File: config.mk
export PLATFORM = sky130hd
export DESIGN_NAME = tpc_div
export DESIGN_NICKNAME = d
export VERILOG_FILES = /design/src/tpc_pkg.sv /design/src/tpc_div.sv
export SDC_FILE = /design/constraint.sdc
export NUM_CORES = 2
export LEC_CHECK = 0
export ABC_CLOCK_PERIOD_IN_PS = 5000
export BUFFER_PORTS_ARGS = -buffer_cell sky130_fd_sc_hd__clkbuf_2
export CAP_MARGIN = 20
export CORE_ASPECT_RATIO = 0.5
export CORE_MARGIN = 8
export CORE_UTILIZATION = 30
export CTS_CLUSTER_DIAMETER = 80
export DETAILED_ROUTE_END_ITERATION = 10
export HOLD_SLACK_MARGIN = 0.05
export PLACE_DENSITY = 0.44
export SLEW_MARGIN = 25
export SYNTH_ARGS = -nofsm -noshare
export SYNTH_HDL_FRONTEND = slang
export SYNTH_SLANG_ARGS = --single-unit
File: constraint.sdc
create_clock -name i_clk -period 5 [get_ports i_clk]
set_input_delay 1.5 -clock i_clk [delete_from_list [all_inputs] [get_ports i_clk]]
set_output_delay 1.5 -clock i_clk [all_outputs]
set_load 0.03 [all_outputs]
File: src/tpc_pkg.sv
// Shared types, constants and helpers of the triangle plane clipper.
// Depends on nothing; used by tpc_div and triangle_plane_clipper.
package tpc_pkg;

    localparam int COORD_W      = 32;
    localparam int FRAC_BITS_DF = 16;
    localparam int NUM_W        = COORD_W + 1;
    localparam int DEN_W        = COORD_W + 2;
    localparam int REM_W        = COORD_W + 3;
    localparam int PADDR_W      = 3;

    localparam logic REG_CLIP_AXIS  = 1'b0;
    localparam logic REG_PLANE_SIDE = 1'b1;

    localparam logic [1:0] AXIS_X = 2'd0;
    localparam logic [1:0] AXIS_Y = 2'd1;

    typedef logic signed [COORD_W-1:0] t_coord;
    typedef logic signed [COORD_W:0]   t_diff;
    typedef logic signed [COORD_W:0]   t_dist;

    typedef struct packed {
        t_coord vertex0_x;
        t_coord vertex0_y;
        t_coord vertex0_z;
        t_coord vertex0_w;
        t_coord vertex1_x;
        t_coord vertex1_y;
        t_coord vertex1_z;
        t_coord vertex1_w;
        t_coord vertex2_x;
        t_coord vertex2_y;
        t_coord vertex2_z;
        t_coord vertex2_w;
    } t_tri;

    typedef struct packed {
        t_coord     out_x;
        t_coord     out_y;
        t_coord     out_z;
        t_coord     out_w;
        logic [1:0] corner_slot;
        logic       run_last;
    } t_res;

    typedef struct packed {
        t_coord x;
        t_coord y;
        t_coord z;
        t_coord w;
    } t_vtx;

    typedef struct packed {
        t_diff x;
        t_diff y;
        t_diff z;
        t_diff w;
    } t_dvec;

    // ni counts inside vertices. For one inside: ia inside, ib and ic outside.
    // For two inside: ia and ic inside, ib outside.
    typedef struct packed {
        logic [1:0] ni;
        logic [1:0] ia;
        logic [1:0] ib;
        logic [1:0] ic;
        logic       flip;
        logic [1:0] lp1;
        logic [1:0] lq1;
    } t_ctl;

    typedef struct packed {
        t_ctl  ctl;
        t_tri  tgl;
        t_dvec diff0;
        t_dvec diff1;
    } t_pipe;

    function automatic logic [1:0] next3(input logic [1:0] i);
        logic [1:0] r;
        case (i)
            2'd0:    r = 2'd1;
            2'd1:    r = 2'd2;
            default: r = 2'd0;
        endcase
        return r;
    endfunction

    function automatic t_vtx get_vtx(input t_tri t, input logic [1:0] i);
        t_vtx v;
        case (i)
            2'd0:    v = '{x: t.vertex0_x, y: t.vertex0_y, z: t.vertex0_z, w: t.vertex0_w};
            2'd1:    v = '{x: t.vertex1_x, y: t.vertex1_y, z: t.vertex1_z, w: t.vertex1_w};
            default: v = '{x: t.vertex2_x, y: t.vertex2_y, z: t.vertex2_z, w: t.vertex2_w};
        endcase
        return v;
    endfunction

    function automatic t_coord vtx_coord(input t_vtx v, input logic [1:0] k);
        t_coord c;
        case (k)
            2'd0:    c = v.x;
            2'd1:    c = v.y;
            2'd2:    c = v.z;
            default: c = v.w;
        endcase
        return c;
    endfunction

    function automatic t_diff dvec_coord(input t_dvec d, input logic [1:0] k);
        t_diff c;
        case (k)
            2'd0:    c = d.x;
            2'd1:    c = d.y;
            2'd2:    c = d.z;
            default: c = d.w;
        endcase
        return c;
    endfunction

endpackage

File: src/tpc_div.sv
// Pipelined restoring divider for the crossing ratio, one quotient bit a stage.
// Depends on tpc_pkg.
module tpc_div #(
    parameter int FRAC_BITS = tpc_pkg::FRAC_BITS_DF
) (
    input  logic                      i_clk,
    input  logic                      i_en,
    input  logic [tpc_pkg::NUM_W-1:0] i_num,
    input  logic [tpc_pkg::DEN_W-1:0] i_den,
    output logic [FRAC_BITS-1:0]      o_t
);
    import tpc_pkg::*;

    logic [REM_W-1:0]     r_rem [FRAC_BITS];
    logic [DEN_W-1:0]     r_den [FRAC_BITS];
    logic [FRAC_BITS-1:0] r_quo [FRAC_BITS];
    logic [FRAC_BITS-1:0] r_sat;

    for (genvar g = 0; g < FRAC_BITS; g++) begin : g_stage
        logic [REM_W-1:0]     rem_in;
        logic [DEN_W-1:0]     den_in;
        logic [FRAC_BITS-1:0] quo_in;
        logic                 sat_in;
        logic [REM_W-1:0]     sh;
        logic [REM_W-1:0]     n_rem;
        logic                 bit_q;

        if (g == 0) begin : g_first
            assign rem_in = REM_W'(i_num);
            assign den_in = i_den;
            assign quo_in = '0;
            // A ratio of one or more (including a zero divisor) saturates.
            assign sat_in = (DEN_W'(i_num) >= i_den);
        end else begin : g_rest
            assign rem_in = r_rem[g-1];
            assign den_in = r_den[g-1];
            assign quo_in = r_quo[g-1];
            assign sat_in = r_sat[g-1];
        end

        always_comb begin
            sh    = {rem_in[REM_W-2:0], 1'b0};
            bit_q = (sh >= REM_W'(den_in));
            n_rem = bit_q ? (sh - REM_W'(den_in)) : sh;
        end

        always_ff @(posedge i_clk) begin
            if (i_en) begin
                r_rem[g] <= n_rem;
                r_den[g] <= den_in;
                r_quo[g] <= {quo_in[FRAC_BITS-2:0], bit_q};
                r_sat[g] <= sat_in;
            end
        end
    end

    assign o_t = r_sat[FRAC_BITS-1] ? '1 : r_quo[FRAC_BITS-1];

endmodule

# ---- Word level (Yosys, flattened, before mapping)
# Memories as Yosys holds them, arrays and structs flattened.
# Cells that the tools add are included.
dict set report word_totals {
  in_bits 69
  register_bits 16
  ram_bits 1360
  mem_count 3
  out_inout_bits 16
  elab_cells 71
}
dict set report classes {
  mux 19
  n_lt_le_gt_ge 17
  n_addsub 16
}
# name depth width rd rd_ports_with_merged_regs write_ports line
set mem_list {}
lappend mem_list {r_rem 16 35 15 0 16 tpc_div.sv:14} ;# logic [REM_W-1:0] r_rem [FRAC_BITS];
lappend mem_list {r_den 16 34 15 0 16 tpc_div.sv:15} ;# logic [DEN_W-1:0] r_den [FRAC_BITS];
lappend mem_list {r_quo 16 16 16 0 16 tpc_div.sv:16} ;# logic [FRAC_BITS-1:0] r_quo [FRAC_BITS];
# op count
set ops {}
lappend ops {{35-bit two-way mux} 16}
lappend ops {{35-bit by 34-bit greater-or-equal comparator with 1-bit output} 15}
lappend ops {{35-bit by 34-bit subtractor with 35-bit output} 15}
lappend ops {{34-bit by 34-bit subtractor with 35-bit output} 1}
lappend ops {{33-bit by 34-bit greater-or-equal comparator with 1-bit output} 1}
lappend ops {{34-bit greater-or-equal comparator} 1}
lappend ops {{16-bit two-way mux} 1}
lappend ops {{1-bit two-way mux} 2}

# ---- Logic depth before layout (Yosys ltp)
# An unclocked memory read counts as a cell.
dict set report logic_depth {
  depth_word 3
  mapped_depth 15
  ltp_nobuf 12
}

# ---- Least setup slack after synthesis
# No wires, ideal clock.
dict set report synth_path {
  path_kind {in2reg}
  start {input i_den[0] in the netlist's numbering}
  end {memory r_rem[0][26] in the netlist's numbering (data pin)}
  arrival_time_ps 4167
  cell_stages 12
  path_slack_ps 566
  required_time_ps 4733
  setup_ps 267
  n_path_buf 0
  cell_sequence {inv_1 > fa_1 > a211oi_1 > o21ai_1 > a211o_1 > a221o_1 > a211oi_2 > nor3_1 > and4_1 > a2111oi_2 > xor2_1 > o21ai_0}
}
# element line
set synth_rtl {}
lappend synth_rtl {{start, declared} tpc_div.sv:9} ;# input logic [tpc_pkg::DEN_W-1:0] i_den,
lappend synth_rtl {{end, declared} tpc_div.sv:14}

==> run_results.csv <==
group,metric,value,unit
run_status,status,"complete, no violations",
floorplan,core_area,229000,sq um
power,powerDensity,608,nW/um^2
finish,finalNonFillerCells,9593,
synth,synth_edf_count,1172,
sta,slew_headroom,0.309,
route,wl_per_cell,16.2,um
synth,synth-seq-cells,1172,
grt,grt_pass1_wl,246000,um
synth,synth_fp_nets,6914,
finish,fillers,22800,
clocking,cts_max_level,3,
placed_design,dp.cells,9373,
power,irDropWorstVdd,0.000315,V
sta,whs,0.406,ns
worst_setup_path,cp-end-kind,"flop",
floorplan,die-width,694,um
sta,worst_pin_slew,1.04,ns
finish,finalNetCount,7069,
clocking,cts_tree,"built",
synth,avgSynthCellArea,11.0,sq um
sta,fin_tns_setup,0,ns
clocking,post_cts_buffers,0,
floorplan,fp-row-count,124,
worst_setup_path,critPathArrivalTime,4.62,ns
sta,slew_violations,0,
finish,drive_gt1_frac,0.0918,
grt,antenna_found_initial,1,
synth,syn_area,69000,sq um
worst_setup_path,path_max_fanout,3,
route,drt_pre_antenna_iters,5,
route,viasPerCell,4.66,
worst_setup_path,crit_path_start_kind,"input pin",
clocking,cts_buffers,121,
synth,synth_top_area_share,0.510,
clocking,ctsRootBufferMaster,"clkbuf_16",
clocking,clock_sinks,1172,
floorplan,die_h,355,um
clocking,cts_hold_buffers,0,
placed_design,globalplace.congestion,0.881,
min_path,hp-class,"flop to flop",
floorplan,ios,85,
synth,yosys_warnings,0,
grt,grt-busiest-layer,"met2",
synth,synth_ff_type,"edfxtp_1",
sta,setup_viol,0,
floorplan,die-area,247000,sq um
synth,yosysSeqAreaShare,0.510,
grt,grt_start_max_net_pins,104,
grt,grt_usage,0.122,
sta,fin_worst_skew,0.0403,ns
route,wl,155000,um
finish,multi_input_area,30800,sq um
sta,fin_crit_sh,0.824,
grt,grt_util_met2,0.201,
grt,grt_remaining_overflow,0,
grt,use_met1,0.162,
worst_setup_path,required,5.50,ns
finish,ff_latch_area,35200,sq um
grt,met3_usage,0.0177,
grt,grt_pass1_vias,45100,
synth,yosysUniqueCellTypes,102,
sta,grt_setup_unrepaired,"false",
sta,period_needed,4.12,ns
clocking,cts_resized,0,
synth,yosys-top-cells-area,"edfxtp_1 51%, ha_1 10%, o21ai_0 3.9%",
placed_design,placed_area,73700,sq um
clocking,clkTransAtPathRegs,0.06,ns
finish,syn_to_final_growth,12.6,%
placed_design,dpl.hpwl,121000,um
route,ant_nets,0,
finish,antenna_cells,0,
finish,fin_area,77700,sq um
route,drc,0,
synth,synth_cells,6254,
route,drt-initial-drc-count,2418,
run,drv_cap,0,
worst_setup_path,critPathKind,"input pin to flop",
route,via_count,44700,
clocking,insertion_delay,0.76,ns
clocking,clockBufferDepth,3,
power,p_leak,31.8,nW
sta,max_freq,243,MHz
synth,ys_async_sr_fraction,0,
sta,hold_viol,0,
synth,yosys.area.top_type,"edfxtp_1",
floorplan,start_util,0.302,
placed_design,io_buffer_count,84,
area by class of cell:
class                   instances  share of cell area
clock buffers                 142              0.0400
clock inverters                78              0.0108
inverters                     651              0.0315
multi-input cells            4289               0.397
flip-flops and latches       1172               0.453
well taps                    3087              0.0497
repair buffers                174              0.0182
power breakdown:
part / total [mW] / switching (mW) / leakage [nW] / internal, mW
Clock: 9.20 / 4.03 / 1.91 / 5.17
Combinational: 21.8 / 12.2 / 18.4 / 9.62
Sequential: 16.2 / 1.51 / 11.5 / 14.7
Total: 47.3 / 17.8 / 31.8 / 29.5
state kept, by name, indices dropped and copies added, names as in the netlist:
register,count
g_stage.sat_in,15
r_quo,136
r_rem,510
r_sat,1
r_den,510
through the flow:
stage | util | worst slack [ns] | power (mW)
2_1_floorplan | - | 0.566 | 32.7
4_1_cts | 0.340 | 0.836 | 47.9
6_report | 0.340 | 0.882 | 47.3
3_3_place_gp | 0.323 | 0.0855 | 38.4
5_1_grt | 0.340 | 0.621 | 51.0
3_5_place_dp | 0.323 | 0.107 | 38.4
layout by cell type, fill, tap and decap left out, drive strengths merged, types with 17 or more instances in the layout:
master	synthesis	layout
edfxtp	1172	1172
inv	651	657
nand2	577	577
ha	576	576
o21ai	547	547
a21oi	436	436
a21o	283	283
xor2	227	227
clkbuf	99	225
xnor2	224	224
nor2	201	201
mux2	167	167
nand3	110	110
buf	42	91
a31oi	80	80
nand2b	69	69
nand4	69	69
o21bai	57	57
clkinv	0	51
a211oi	50	50
and3	49	49
nor2b	47	47
nor3	46	46
o31ai	44	44
o21a	40	40
or2	39	39
o211ai	35	35
nor4	25	25
and2	23	23
and4	20	20
a21boi	18	18
or3	17	17
per-layer routing:
layer	share of wire	up-vias
li1	-	23200
met1	0.49	20600
met2	0.44	580
met3	0.027	280
met4	0.041	0
met5	0	-
cells by family after synthesis:
family,count (synthesis),share of synthesized area
fa+ha+maj,591,0.109
buf+inv,793,0.0448
mux,167,0.0288
flops,1172,0.510
simple gates,1327,0.0914
xor+xnor,451,0.0572
compound gates,1753,0.159
path summary, 6_finish.rpt:
kind	end	start	depth (start not counted)	slack [ns]
setup reg to reg	r_rem[1][65]	r_rem[1][0]	11	0.91
hold reg to reg	r_quo[1][7]	r_quo[0][118]	0	0.41
hold / removal	r_quo[1][7]	r_quo[0][118]	0	0.41
setup / recovery	r_rem[0][26]	i_den[0]	13	0.88
worst max-delay path, cell delays in order:
cell,delay (ns)
clkbuf_2,0.10
inv_1,0.08
fa_1,0.42
a211oi_1,0.38
o21ai_1,0.18
a211o_1,0.33
a221o_1,0.41
a211oi_2,0.26
nor3_1,0.12
and4_1,0.22
a2111oi_2,0.36
xor2_1,0.17
o21ai_0,0.09
cells in the mapped netlist, drive strengths merged, types with 35 or more instances:
library cell  instances
nand3               110
nor2b                47
a21o                283
a21oi               436
xnor2               224
xor2                227
nand4                69
nor3                 46
edfxtp             1172
buf                  42
o21bai               57
mux2                167
o21a                 40
nand2b               69
nand2               577
o31ai                44
or2                  39
nor2                201
inv                 651
o21ai               547
a31oi                80
clkbuf               99
ha                  576
a211oi               50
and3                 49
o211ai               35
(Power assumes the default switching activity.)
